## src/rtl/nd_pkg.sv

```systemverilog
// Shared constants, types and a helper function for the NFA to DFA subset builder.
package nd_pkg;

	localparam int NFA_N  = 16;
	localparam int SYM_N  = 4;
	localparam int DFA_N  = 64;
	localparam int SET_W  = 16;
	localparam int ST_W   = 4;
	localparam int SYM_W  = 2;
	localparam int TA_W   = ST_W + SYM_W;
	localparam int DIDX_W = 6;
	localparam int CNT_W  = 7;
	localparam int NXT_W  = 7;
	localparam int NS_W   = 5;
	localparam int NSYM_W = 3;
	localparam int ACT_W  = 2;
	localparam int CFG_AW = 2;
	localparam int CFG_DW = 16;

	localparam logic [NXT_W-1:0] NO_SUCC = NXT_W'(DFA_N);

	localparam logic [ACT_W-1:0] ACT_SYM   = 2'd0;
	localparam logic [ACT_W-1:0] ACT_EPS   = 2'd1;
	localparam logic [ACT_W-1:0] ACT_BUILD = 2'd2;

	localparam logic [CFG_AW-1:0] REG_NUM_STATES  = 2'd0;
	localparam logic [CFG_AW-1:0] REG_NUM_SYMBOLS = 2'd1;
	localparam logic [CFG_AW-1:0] REG_START_STATE = 2'd2;
	localparam logic [CFG_AW-1:0] REG_ACCEPT_MASK = 2'd3;

	typedef struct packed {
		logic              sym_we;
		logic              eps_we;
		logic [ST_W-1:0]   state;
		logic [SYM_W-1:0]  sym;
		logic [SET_W-1:0]  data;
	} tm_wr_t;

	function automatic logic [ST_W-1:0] low_bit(input logic [SET_W-1:0] v);
		logic [ST_W-1:0] r;
		r = '0;
		for (int i = SET_W - 1; i >= 0; i--) begin
			if (v[i]) r = ST_W'(i);
		end
		return r;
	endfunction

endpackage

```

## src/rtl/nd_tmem.sv

```systemverilog
// Transition memories: per-symbol target sets and epsilon target sets.
module nd_tmem (
	input  logic                      clk,
	input  logic                      arst_n,
	input  nd_pkg::tm_wr_t            wr,
	input  logic [nd_pkg::TA_W-1:0]   sym_raddr,
	input  logic [nd_pkg::ST_W-1:0]   eps_raddr,
	output logic [nd_pkg::SET_W-1:0]  sym_rdata,
	output logic [nd_pkg::SET_W-1:0]  eps_rdata
);
	import nd_pkg::*;

	logic [SET_W-1:0] sym_mem [SYM_N*NFA_N];
	logic [SET_W-1:0] eps_mem [NFA_N];
	logic [SYM_N*NFA_N-1:0] sym_vld_q;
	logic [NFA_N-1:0] eps_vld_q;
	logic [TA_W-1:0] waddr;

	assign waddr = {wr.state, wr.sym};

	always_ff @(posedge clk or negedge arst_n) begin
		if (!arst_n) begin
			sym_vld_q <= '0;
			eps_vld_q <= '0;
		end else begin
			if (wr.sym_we) sym_vld_q[waddr] <= 1'b1;
			if (wr.eps_we) eps_vld_q[wr.state] <= 1'b1;
		end
	end

	always_ff @(posedge clk) begin
		if (wr.sym_we) sym_mem[waddr] <= wr.data;
		if (wr.eps_we) eps_mem[wr.state] <= wr.data;
		sym_rdata <= sym_vld_q[sym_raddr] ? sym_mem[sym_raddr] : '0;
		eps_rdata <= eps_vld_q[eps_raddr] ? eps_mem[eps_raddr] : '0;
	end

endmodule

```

## src/rtl/nd_dtab.sv

```systemverilog
// DFA state table: one NFA set per discovered DFA state.
module nd_dtab (
	input  logic                       clk,
	input  logic                       we,
	input  logic [nd_pkg::DIDX_W-1:0]  waddr,
	input  logic [nd_pkg::SET_W-1:0]   wdata,
	input  logic [nd_pkg::DIDX_W-1:0]  raddr,
	output logic [nd_pkg::SET_W-1:0]   rdata
);
	import nd_pkg::*;

	logic [SET_W-1:0] mem [DFA_N];

	always_ff @(posedge clk) begin
		if (we) mem[waddr] <= wdata;
		rdata <= mem[raddr];
	end

endmodule

```

## src/rtl/nfa_to_dfa_subset_builder.sv

```systemverilog
// Top level of the NFA to DFA subset builder: build sequencer and result register.
//
//  channel  direction  handshake             payload
//  in       input      in_valid / in_ready   action, state_index, symbol_index, target_set
//  out      output     out_valid / out_ready dfa_index, nfa_set, next_on_0..3, flags
//  cfg      input      cfg_we                cfg_addr, cfg_wdata
//
// A build is run by a sequencer over three memories with registered reads: each closure
// step, each symbol gather step and each table compare is a read state followed by a
// wait state. Input is taken only while the sequencer is idle; a stalled result word
// holds the sequencer. Reset clears all control state and the transition valid bits,
// but not the DFA state table.
module nfa_to_dfa_subset_builder (
	input  logic                          clk,
	input  logic                          arst_n,
	input  logic                          cfg_we,
	input  logic [nd_pkg::CFG_AW-1:0]     cfg_addr,
	input  logic [nd_pkg::CFG_DW-1:0]     cfg_wdata,
	input  logic                          in_valid,
	output logic                          in_ready,
	input  logic [nd_pkg::ACT_W-1:0]      action,
	input  logic [nd_pkg::ST_W-1:0]       state_index,
	input  logic [nd_pkg::SYM_W-1:0]      symbol_index,
	input  logic [nd_pkg::SET_W-1:0]      target_set,
	output logic                          out_valid,
	input  logic                          out_ready,
	output logic [nd_pkg::DIDX_W-1:0]     dfa_index,
	output logic [nd_pkg::SET_W-1:0]      nfa_set,
	output logic [nd_pkg::NXT_W-1:0]      next_on_0,
	output logic [nd_pkg::NXT_W-1:0]      next_on_1,
	output logic [nd_pkg::NXT_W-1:0]      next_on_2,
	output logic [nd_pkg::NXT_W-1:0]      next_on_3,
	output logic                          accepting,
	output logic                          overflow,
	output logic                          last
);
	import nd_pkg::*;

	typedef enum logic [11:0] {
		ST_IDLE   = 12'b000000000001,
		ST_CL_RD  = 12'b000000000010,
		ST_CL_WT  = 12'b000000000100,
		ST_ROW_RD = 12'b000000001000,
		ST_ROW_WT = 12'b000000010000,
		ST_SYM    = 12'b000000100000,
		ST_SY_RD  = 12'b000001000000,
		ST_SY_WT  = 12'b000010000000,
		ST_SR_RD  = 12'b000100000000,
		ST_SR_WT  = 12'b001000000000,
		ST_EMIT   = 12'b010000000000,
		ST_CL_END = 12'b100000000000
	} fsm_t;

	fsm_t state_q;

	logic [NS_W-1:0]   num_states_q;
	logic [NSYM_W-1:0] num_symbols_q;
	logic [ST_W-1:0]   start_state_q;
	logic [SET_W-1:0]  accept_mask_q;

	logic [NS_W-1:0]   ns_eff;
	logic [NSYM_W-1:0] nsym_eff;
	logic [SET_W-1:0]  use_mask;

	logic [SET_W-1:0]  use_q;
	logic [NSYM_W-1:0] nsym_q;
	logic              cl_start_q;
	logic [SET_W-1:0]  set_q;
	logic [SET_W-1:0]  pend_q;
	logic [SET_W-1:0]  acc_q;
	logic [SET_W-1:0]  cur_q;
	logic [CNT_W-1:0]  count_q;
	logic [CNT_W-1:0]  head_q;
	logic [CNT_W-1:0]  idx_q;
	logic [CNT_W-1:0]  j_q;
	logic [NSYM_W-1:0] s_q;
	logic              ovf_q;
	logic [NXT_W-1:0]  nxt_q [SYM_N];

	tm_wr_t            tw;
	logic [SET_W-1:0]  sym_rdata;
	logic [SET_W-1:0]  eps_rdata;
	logic [ST_W-1:0]   pick;
	logic              dt_we;
	logic [DIDX_W-1:0] dt_waddr;
	logic [SET_W-1:0]  dt_wdata;
	logic [DIDX_W-1:0] dt_raddr;
	logic [SET_W-1:0]  dt_rdata;
	logic [SET_W-1:0]  new_bits;
	logic              in_acc;

	always_comb begin
		if (num_states_q == '0) ns_eff = NS_W'(1);
		else if (num_states_q > NS_W'(NFA_N)) ns_eff = NS_W'(NFA_N);
		else ns_eff = num_states_q;
		if (num_symbols_q == '0) nsym_eff = NSYM_W'(1);
		else if (num_symbols_q > NSYM_W'(SYM_N)) nsym_eff = NSYM_W'(SYM_N);
		else nsym_eff = num_symbols_q;
		use_mask = SET_W'((32'd1 << ns_eff) - 32'd1);
	end

	assign in_ready = (state_q == ST_IDLE);
	assign in_acc   = in_valid && in_ready;

	always_comb begin
		tw.sym_we = in_acc && (action == ACT_SYM);
		tw.eps_we = in_acc && (action == ACT_EPS);
		tw.state  = state_index;
		tw.sym    = symbol_index;
		tw.data   = target_set;
	end

	assign pick     = low_bit(pend_q);
	assign new_bits = eps_rdata & use_q & ~set_q;

	always_comb begin
		dt_we    = 1'b0;
		dt_waddr = count_q[DIDX_W-1:0];
		dt_wdata = set_q;
		if (state_q == ST_CL_END && cl_start_q) begin
			dt_we = 1'b1;
		end
		if (state_q == ST_SR_RD && j_q == count_q && count_q < CNT_W'(DFA_N)) begin
			dt_we = 1'b1;
		end
		dt_raddr = (state_q == ST_ROW_RD) ? head_q[DIDX_W-1:0] : j_q[DIDX_W-1:0];
	end

	nd_tmem u_tmem (
		.clk       (clk),
		.arst_n    (arst_n),
		.wr        (tw),
		.sym_raddr ({pick, s_q[SYM_W-1:0]}),
		.eps_raddr (pick),
		.sym_rdata (sym_rdata),
		.eps_rdata (eps_rdata)
	);

	nd_dtab u_dtab (
		.clk   (clk),
		.we    (dt_we),
		.waddr (dt_waddr),
		.wdata (dt_wdata),
		.raddr (dt_raddr),
		.rdata (dt_rdata)
	);

	always_ff @(posedge clk or negedge arst_n) begin
		if (!arst_n) begin
			num_states_q  <= NS_W'(NFA_N);
			num_symbols_q <= NSYM_W'(2);
			start_state_q <= '0;
			accept_mask_q <= '0;
		end else if (cfg_we) begin
			case (cfg_addr)
				REG_NUM_STATES:  num_states_q  <= cfg_wdata[NS_W-1:0];
				REG_NUM_SYMBOLS: num_symbols_q <= cfg_wdata[NSYM_W-1:0];
				REG_START_STATE: start_state_q <= cfg_wdata[ST_W-1:0];
				REG_ACCEPT_MASK: accept_mask_q <= cfg_wdata[SET_W-1:0];
				default: ;
			endcase
		end
	end

	always_ff @(posedge clk or negedge arst_n) begin
		if (!arst_n) begin
			state_q    <= ST_IDLE;
			use_q      <= '0;
			nsym_q     <= '0;
			cl_start_q <= 1'b0;
			set_q      <= '0;
			pend_q     <= '0;
			acc_q      <= '0;
			cur_q      <= '0;
			count_q    <= '0;
			head_q     <= '0;
			idx_q      <= '0;
			j_q        <= '0;
			s_q        <= '0;
			ovf_q      <= 1'b0;
			for (int k = 0; k < SYM_N; k++) nxt_q[k] <= NO_SUCC;
			out_valid  <= 1'b0;
			dfa_index  <= '0;
			nfa_set    <= '0;
			next_on_0  <= NO_SUCC;
			next_on_1  <= NO_SUCC;
			next_on_2  <= NO_SUCC;
			next_on_3  <= NO_SUCC;
			accepting  <= 1'b0;
			overflow   <= 1'b0;
			last       <= 1'b0;
		end else begin
			if (out_valid && out_ready && state_q != ST_EMIT) out_valid <= 1'b0;
			case (state_q)
				ST_IDLE: begin
					if (in_acc && action == ACT_BUILD) begin
						use_q      <= use_mask;
						nsym_q     <= nsym_eff;
						cl_start_q <= 1'b1;
						set_q      <= SET_W'(32'd1 << start_state_q) & use_mask;
						pend_q     <= SET_W'(32'd1 << start_state_q) & use_mask;
						count_q    <= '0;
						head_q     <= '0;
						state_q    <= ST_CL_RD;
					end
				end
				ST_CL_RD: begin
					if (pend_q == '0) begin
						state_q <= ST_CL_END;
					end else begin
						pend_q  <= pend_q & (pend_q - SET_W'(1));
						state_q <= ST_CL_WT;
					end
				end
				ST_CL_WT: begin
					set_q   <= set_q | new_bits;
					pend_q  <= pend_q | new_bits;
					state_q <= ST_CL_RD;
				end
				ST_CL_END: begin
					if (cl_start_q) begin
						count_q <= CNT_W'(1);
						state_q <= ST_ROW_RD;
					end else if (set_q == '0) begin
						s_q     <= s_q + NSYM_W'(1);
						state_q <= ST_SYM;
					end else begin
						j_q     <= '0;
						state_q <= ST_SR_RD;
					end
				end
				ST_ROW_RD: begin
					state_q <= ST_ROW_WT;
				end
				ST_ROW_WT: begin
					cur_q      <= dt_rdata;
					idx_q      <= head_q;
					head_q     <= head_q + CNT_W'(1);
					s_q        <= '0;
					ovf_q      <= 1'b0;
					cl_start_q <= 1'b0;
					for (int k = 0; k < SYM_N; k++) nxt_q[k] <= NO_SUCC;
					state_q    <= ST_SYM;
				end
				ST_SYM: begin
					if (s_q >= nsym_q) begin
						state_q <= ST_EMIT;
					end else begin
						acc_q   <= '0;
						pend_q  <= cur_q & use_q;
						state_q <= ST_SY_RD;
					end
				end
				ST_SY_RD: begin
					if (pend_q == '0) begin
						set_q   <= acc_q & use_q;
						pend_q  <= acc_q & use_q;
						state_q <= ST_CL_RD;
					end else begin
						pend_q  <= pend_q & (pend_q - SET_W'(1));
						state_q <= ST_SY_WT;
					end
				end
				ST_SY_WT: begin
					acc_q   <= acc_q | sym_rdata;
					state_q <= ST_SY_RD;
				end
				ST_SR_RD: begin
					if (j_q == count_q) begin
						if (count_q < CNT_W'(DFA_N)) begin
							nxt_q[s_q[SYM_W-1:0]] <= NXT_W'(count_q);
							count_q <= count_q + CNT_W'(1);
						end else begin
							ovf_q <= 1'b1;
						end
						s_q     <= s_q + NSYM_W'(1);
						state_q <= ST_SYM;
					end else begin
						state_q <= ST_SR_WT;
					end
				end
				ST_SR_WT: begin
					if (dt_rdata == set_q) begin
						nxt_q[s_q[SYM_W-1:0]] <= NXT_W'(j_q);
						s_q     <= s_q + NSYM_W'(1);
						state_q <= ST_SYM;
					end else begin
						j_q     <= j_q + CNT_W'(1);
						state_q <= ST_SR_RD;
					end
				end
				ST_EMIT: begin
					if (!out_valid || out_ready) begin
						out_valid <= 1'b1;
						dfa_index <= idx_q[DIDX_W-1:0];
						nfa_set   <= cur_q;
						next_on_0 <= nxt_q[0];
						next_on_1 <= nxt_q[1];
						next_on_2 <= nxt_q[2];
						next_on_3 <= nxt_q[3];
						accepting <= |(cur_q & accept_mask_q);
						overflow  <= ovf_q;
						last      <= (head_q == count_q);
						state_q   <= (head_q == count_q) ? ST_IDLE : ST_ROW_RD;
					end
				end
				default: state_q <= ST_IDLE;
			endcase
		end
	end

endmodule
```

## config.mk

```make
export PLATFORM = sky130hd
export DESIGN_NAME = nfa_to_dfa_subset_builder
export DESIGN_NICKNAME = d
export VERILOG_FILES = /design/src/rtl/nd_pkg.sv /design/src/rtl/nd_tmem.sv /design/src/rtl/nd_dtab.sv /design/src/rtl/nfa_to_dfa_subset_builder.sv
export SDC_FILE = /design/constraint.sdc
export NUM_CORES = 2
export LEC_CHECK = 0
export ABC_AREA = 1
export BUFFER_PORTS_ARGS = -buffer_cell sky130_fd_sc_hd__buf_4
export CORE_AREA = 3 3 665 667
export DETAILED_ROUTE_END_ITERATION = 10
export DIE_AREA = 0 0 668 670
export HOLD_SLACK_MARGIN = 0.03
export SLEW_MARGIN = 20
export SYNTH_ARGS = -nofsm -noshare
export SYNTH_HDL_FRONTEND = slang
export SYNTH_SLANG_ARGS = --single-unit
export TNS_END_PERCENT = 20
```

## constraint.sdc

```tcl
create_clock -name clk -period 4.3 [get_ports clk]
set_input_delay 0.215 -clock clk [delete_from_list [all_inputs] [get_ports clk]]
set_output_delay 0.215 -clock clk [all_outputs]
set_load 0.01 [all_outputs]
```

## Yosys cells after proc, flatten, opt, wreduce, memory -nomap -nowiden

Memories as Yosys holds them, arrays and structs flattened. A register that Yosys moved wholly into a read port is not among the register bits.
Cells that the tools add are included.

| cells by class | value |
|---|---|
| $add $sub $neg | 6 |
| multipliers | 0 |
| div/mod/pow operators | 0 |
| $lt $le $gt $ge | 12 |
| eq/ne operators | 35 |
| shift operators | 2 |
| muxes and demuxes | 88 |
| bitwise logic cells | 14 |
| reductions and logical operators | 48 |

Operators by type and width:

| operator | count |
|---|---|
| $pmux W12 S12 | 1 |
| $and A16 B16 Y16 | 7 |
| $mux W16 | 6 |
| $mux W28 | 3 |
| $pmux W28 S3 | 1 |
| $pmux W16 S5 | 1 |
| $mux W4 | 17 |
| $or A16 B16 Y16 | 4 |
| $or A64 B64 Y64 | 1 |
| $bwmux W28 | 2 |
| $mux W7 | 8 |
| $pmux W16 S3 | 1 |
| $mux W12 | 3 |
| $logic_not A16 Y1 | 2 |
| $pmux W16 S2 | 1 |
| $sub A16 B1 Y16 const B | 2 |
| $pmux W7 S2 | 2 |
| $mux W9 | 3 |
| $add A7 B1 Y7 const B | 3 |
| $pmux W7 S3 | 1 |
| $ne A2 B2 Y1 const B | 10 |
| $mux W1 | 18 |
| $mux W3 | 6 |
| $reduce_and A2 Y1 | 9 |
| other kinds (59) | 93 |

| word-level totals | value |
|---|---|
| bits in registers | 317 |
| latch bits | 0 |
| bits in writable memories | 2,304 |
| bits in read-only memories | 0 |
| input port bits | 47 |
| output and inout bits | 55 |
| memories | 3 |

Memory list:

| memory | depth | width | read ports | clocked after Yosys merged registers in | wr ports | RTL line | RTL |
|---|---|---|---|---|---|---|---|
| u_dtab.mem | 64 | 16 | 1 | 1 | 1 | nd_dtab.sv:12 | `logic [SET_W-1:0] mem [DFA_N];` |
| u_tmem.sym_mem | 64 | 16 | 1 | 1 | 1 | nd_tmem.sv:13 | `logic [SET_W-1:0] sym_mem [SYM_N*NFA_N];` |
| u_tmem.eps_mem | 16 | 16 | 1 | 1 | 1 | nd_tmem.sv:14 | `logic [SET_W-1:0] eps_mem [NFA_N];` |

## Logic depth before layout (Yosys ltp)

| depth | value |
|---|---|
| depth in word-level cells | 19 |
| gate-level depth with buffers | 27 |

## By module

Synthesis repeated with hierarchy kept, for this count alone.

| unflattened totals | value |
|---|---|
| cell total of the unflattened synthesis | 10,031 |
| area total of the unflattened synthesis | 111,418.1 um^2 |

By module, submodules not included:

| module | times used | cells each | area each (um^2) | sequential area each (um^2) |
|---|---|---|---|---|
| nd_tmem | 1 | 4,705 | 56,003.7 | 41,079.4 |
| nd_dtab | 1 | 3,531 | 42,126.7 | 31,069.8 |
| nfa_to_dfa_subset_builder | 1 | 1,795 | 13,287.7 | 5,944.5 |

## Least setup slack after synthesis

OpenSTA, ideal clock, no wires.

| path | value |
|---|---|
| path kind | register to register |
| from | register s_q[0] |
| to | register pend_q[10] |
| data arrival time | 2.929 ns |
| setup slack | 1.225 ns |
| cell stages (with the launch flop) | 15 |
| buffers on the path | 6 |
| path through | dfrtp_1 -> buf_2 -> inv_1 -> buf_2 -> clkbuf_1 -> buf_2 -> buf_1 -> ha_1 -> a31oi_1 -> nor2_1 -> nor3_1 -> nand2_1 -> buf_4 -> a2111oi_1 -> a22oi_1 |

| between the ends | value |
|---|---|
| longest elaborated chain between the ends | 3 |

Ends and longest elaborated chain:

| item | RTL line | RTL |
|---|---|---|
| from (decl) | nfa_to_dfa_subset_builder.sv:76 | `logic [NSYM_W-1:0] s_q;` |
| from (signal assigned) | nfa_to_dfa_subset_builder.sv:225 | `s_q <= s_q + NSYM_W'(1);` |
| from (signal assigned) | nfa_to_dfa_subset_builder.sv:276 | `s_q <= s_q + NSYM_W'(1);` |
| from (signal assigned) | nfa_to_dfa_subset_builder.sv:285 | `s_q <= s_q + NSYM_W'(1);` |
| $ge A3 B3 Y1 | nfa_to_dfa_subset_builder.sv:246 | `if (s_q >= nsym_q) begin` |
| $ne A2 B2 Y1 (no source line) | - |  |
| $reduce_and A4 Y1 (no source line) | - |  |
| to (signal assigned) | nfa_to_dfa_subset_builder.sv:250 | `pend_q <= cur_q & use_q;` |
| to (signal assigned) | nfa_to_dfa_subset_builder.sv:257 | `pend_q <= acc_q & use_q;` |
| to (signal assigned) | nfa_to_dfa_subset_builder.sv:260 | `pend_q <= pend_q & (pend_q - SET_W'(1));` |
| to (decl) | nfa_to_dfa_subset_builder.sv:69 | `logic [SET_W-1:0] pend_q;` |

Every way passes these cells.
A chain may end at the register's enable or synchronous reset.

## Worst setup path in the final report

| path | value |
|---|---|
| from | register state_q[4] |
| to | register u_dtab.rdata[3] (netlist bit), read port of u_dtab.mem |

| between the ends | value |
|---|---|
| longest elaborated chain between the ends | 2 |

Ends and longest elaborated chain:

| item | RTL line | RTL |
|---|---|---|
| from (decl) | nfa_to_dfa_subset_builder.sv:54 | `fsm_t state_q;` |
| from (signal assigned) | nfa_to_dfa_subset_builder.sv:304 | `state_q <= (head_q == count_q) ? ST_IDLE : ST_ROW_RD;` |
| $eq A12 B4 Y1 | nfa_to_dfa_subset_builder.sv:126 | `dt_raddr = (state_q == ST_ROW_RD) ? head_q[DIDX_W-1:0] : j_q[DIDX_W-1:0];` |
| $mux W6 | nfa_to_dfa_subset_builder.sv:126 |  |
| to (decl) | nd_dtab.sv:8 | `output logic [nd_pkg::SET_W-1:0] rdata` |

Every way passes these cells.

==> flow_summary.json <==
{
  "ys_ff_latch": 2669,
  "pre_cts_ws_ns": 0.460,
  "synth_adder_area_share_pct": 0.126,
  "synth_compound_area_share_pct": 11.3,
  "insertion_delay_ns": 0.92,
  "grt_use_met3_pct": 1.94,
  "yosysTopAreaCell": "edfxtp_1",
  "synth.area.top_cells": "edfxtp_1 (63%), dfrtp_1 (7.0%), nand2_1 (4.7%), o21ai_0 (4.3%), nand3_1 (3.7%)",
  "grt_pass1_wl_mm": 478,
  "maxSlewHeadroom_pct": 24.3,
  "cts_sinks": 2669,
  "place_area_mm2": 0.118,
  "cts_root_buf": "clkbuf_16",
  "finalSetupViolCount": 0,
  "startpoint": "state_q[4]",
  "clock_skew_ns": 0.0738,
  "portBuffers": 101,
  "grt_antenna_before_repair": 20,
  "die_h_um": 670,
  "start_util_pct": 25.0,
  "tightest_slew_ns": 1.14,
  "rsz0062_at_grt": "no",
  "cts_setup_buffers": 0,
  "synth_top_area_share_pct": 63.4,
  "slew_violations": 0,
  "wl_per_cell_um": 21.6,
  "end_kind": "flop",
  "grt_use_met2_pct": 22.9,
  "max_freq_mhz": 260,
  "rr_endpoint": "u_dtab.rdata[3]",
  "avgSynthCellArea_um2": 12.0,
  "fin_setup_tns_ns": 0,
  "max_cap_violations": 0,
  "cts_buffer_depth": 4,
  "grtUsageMet1_pct": 19.3,
  "start_kind": "flop",
  "track_usage_pct": 14.1,
  "status": "finished clean",
  "fp.dieArea_mm2": 0.448,
  "grt_pass1_vias": 69437,
  "timing.hold.ws_ns": 0.0283,
  "synthArstFlopShare_pct": 11.9,
  "ir_worst_vdd_uv": 707,
  "drt_iter0_markers": 9256,
  "setup_ws_ns": 0.451,
  "rr_worst_depth": 15,
  "die_w_um": 668,
  "dr_total_vias": 74072,
  "cts_buffers": 281,
  "hpwl_mm": 191,
  "overflow": 0,
  "r2r-start": "state_q[4]",
  "cts_htree_levels": 5,
  "muxShareOfSynthArea_pct": 0.0516,
  "cts.clk_slew.worst_paths_ns": 0.06,
  "crit_path_max_incr_delay_ns": 0.45,
  "area_growth_pct": 16.4,
  "cp_max_fo": 52,
  "worstPathCellList": "nor2_2, inv_2, nor2_4, nand2_4, nor2_8, a21oi_4, inv_6, buf_4, buf_4, o21ai_0, o22ai_1, o211ai_1, nand3_1, nand3_1, nand2_1",
  "gp_congestion": 0.885,
  "grt_start_max_net_pins": 180,
  "period_minus_slack_ns": 3.85,
  "ant_nets": 0,
  "route.detailed.drc": 0,
  "synthSimpleGateAreaFrac_pct": 12.9,
  "arrival_ns": 4.64,
  "yosys_warnings": 0,
  "wl_mm": 328,
  "worstPathRequired_ns": 5.09,
  "hold_viol_final": 0,
  "design.portCount": 102,
  "fin_util_pct": 29.1,
  "synth_nets": 9141,
  "rows": 243,
  "synth-xor-area-share_pct": 0.193,
  "worst-setup-path-type": "reg -> reg",
  "final_nets": 9294,
  "vias_per_cell": 4.87,
  "cts_tree": "yes",
  "min_period_over_period_pct": 89.5,
  "powerDensity_mw_per_mm2": 535,
  "seq_area_frac_synth_pct": 71.6,
  "leakage_uw": 0.0447,
  "hp-class": "in -> reg",
  "drive_gt1_share_pct": 9.92,
  "synth_edf_count": 2304,
  "syn-instance-count": 9083,
  "final_area_mm2": 0.127,
  "core_area_mm2": 0.437,
  "ff2ff_setup_slack_ns": 0.45,
  "first_pass_iters": 6,
  "synth_top_family_by_area": "simple AND/OR/NAND/NOR gates",
  "crit_path_top_delay_cell": "buf_4",
  "crit_end": "u_dtab.rdata[3]",
  "syn-cell-area_mm2": 0.109,
  "busiest_layer": "met2",
  "synthFlopType": "edfxtp_1",
  "synthDistinctLibCells": 65
}
registers in the layout, summed over array words and instances, names as in the netlist, 7 cells and up:
register and cells:
pend_q 16, accept_mask_q 16, u_tmem.eps_vld_q 16, j_q 7, nxt_q 28, next_on_1 7
u_tmem.eps_mem 256, state_q 12, use_q 16, u_tmem.eps_rdata 16, nfa_set 16, u_tmem.sym_vld_q 64
next_on_3 7, count_q 7, acc_q 16, cur_q 16, dt_wdata 16, u_tmem.sym_rdata 16
u_dtab.mem 1024, u_tmem.sym_mem 1024, head_q 7, next_on_2 7, next_on_0 7, u_dtab.rdata 16
worst min-delay path by stage:
stage                       start                     to  slack (ns)  depth (start not counted)
floorplan                  arst_n               acc_q[0]       -0.08                          0
global placement           arst_n   u_tmem.sym_vld_q[44]        0.28                          1
detailed placement         arst_n   u_tmem.sym_vld_q[44]        0.28                          1
CTS                 target_set[3]  u_tmem.sym_mem[32][3]        0.04                          1
global route        target_set[0]  u_tmem.sym_mem[38][0]        0.04                          1
finish              target_set[0]  u_tmem.sym_mem[38][0]        0.03                          1
metrics by stage:
stage	instances	total power (µW)
floorplan	9083	39000
finish	15222	68000
global placement	14653	44900
CTS	15210	68200
global route	15217	70500
detailed placement	14653	45000
where the power goes:
group          leakage (µW)  switching [µW]  total, µW  internal, µW
logic                0.0153           10800      14000          3240
registers            0.0252             624      30700         30100
clock network       0.00425           10100      23300         13100
total                0.0447           21500      68000         46400
kinds of logic (layout without fill, tap and decap cells):
logic type	count (synthesis)	after routing
flops	2669	2669
fa+ha+maj	11	11
mux	5	5
simple gates	3285	3285
buf+inv	1091	1466
other cells	1	8
xor+xnor	24	24
compound gates	1997	1997
layer usage:
metal	routed length, µm	vias up
met4	11100	4
li1	-	33364
met1	136000	36979
met5	27	-
met3	25700	532
met2	155000	3193
repair_timing:
action / CTS / global route
endpoints found under the hold margin: 533 / 319
hold buffers: 52 / 4
resized for setup: 0 / 0
synth_stat cells, types with 24 or more instances:
cell type and count:
inv_2 24, nand2_1 1355, nand4_1 28, a21oi_1 318, a32o_1 179, dfrtp_1 306
o22ai_1 201, edfxtp_1 2304, nor2_1 889, a32oi_1 27, buf_2 129, nand3_1 797
o211ai_1 130, clkbuf_1 415, nand3b_1 95, o221ai_1 128, or2_2 34, dfxtp_1 48
inv_1 454, buf_1 55, o21ai_0 931, nor3_1 46
area by class of cell:
class,instances,area (µm²)
fillers,44254,310000
flip-flops and latches,2669,78100
multi-input cells,5323,26800
clock buffers,367,7530
well taps,5757,7200
repair buffers,479,4330
inverters,482,1860
clock inverters,138,1140
diodes,7,17.5
layout by cell type (no fill, tap or decap), types with 8 or more instances in the layout:
master and instances:
o21ai_1 14, a32oi_1 27, a21oi_1 315, a31oi_1 12, clkbuf_16 286, dfstp_2 11
inv_2 22, or2_2 34, a22oi_1 11, o22ai_1 201, dfrtp_1 288, nand4_1 28
nand3_1 797, nor4_1 19, ha_1 11, a311oi_1 8, xor2_1 20, nand2_1 1352
clkinv_2 45, nor2_1 883, o221ai_1 128, o211ai_1 130, buf_12 43, dfxtp_1 48
inv_1 450, nand3b_1 95, clkbuf_1 73, dlygate4sd3_1 55, buf_4 374, dfrtp_2 16
edfxtp_1 2304, nor3_1 46, a32o_1 179, clkinv_1 56, o21ai_0 931, nor2_2 11
inv_6 12, bufinv_16 12
critical path, delay by kind of cell (launching register included):
kind / cells / cell delay [ns]
DFF: 1 / 0.39
AOI/OAI and AO/OA: 4 / 0.63
and+or+nand+nor: 7 / 1.46
buffers and inverters: 4 / 1.20
Power figures use the tool's default switching activity.
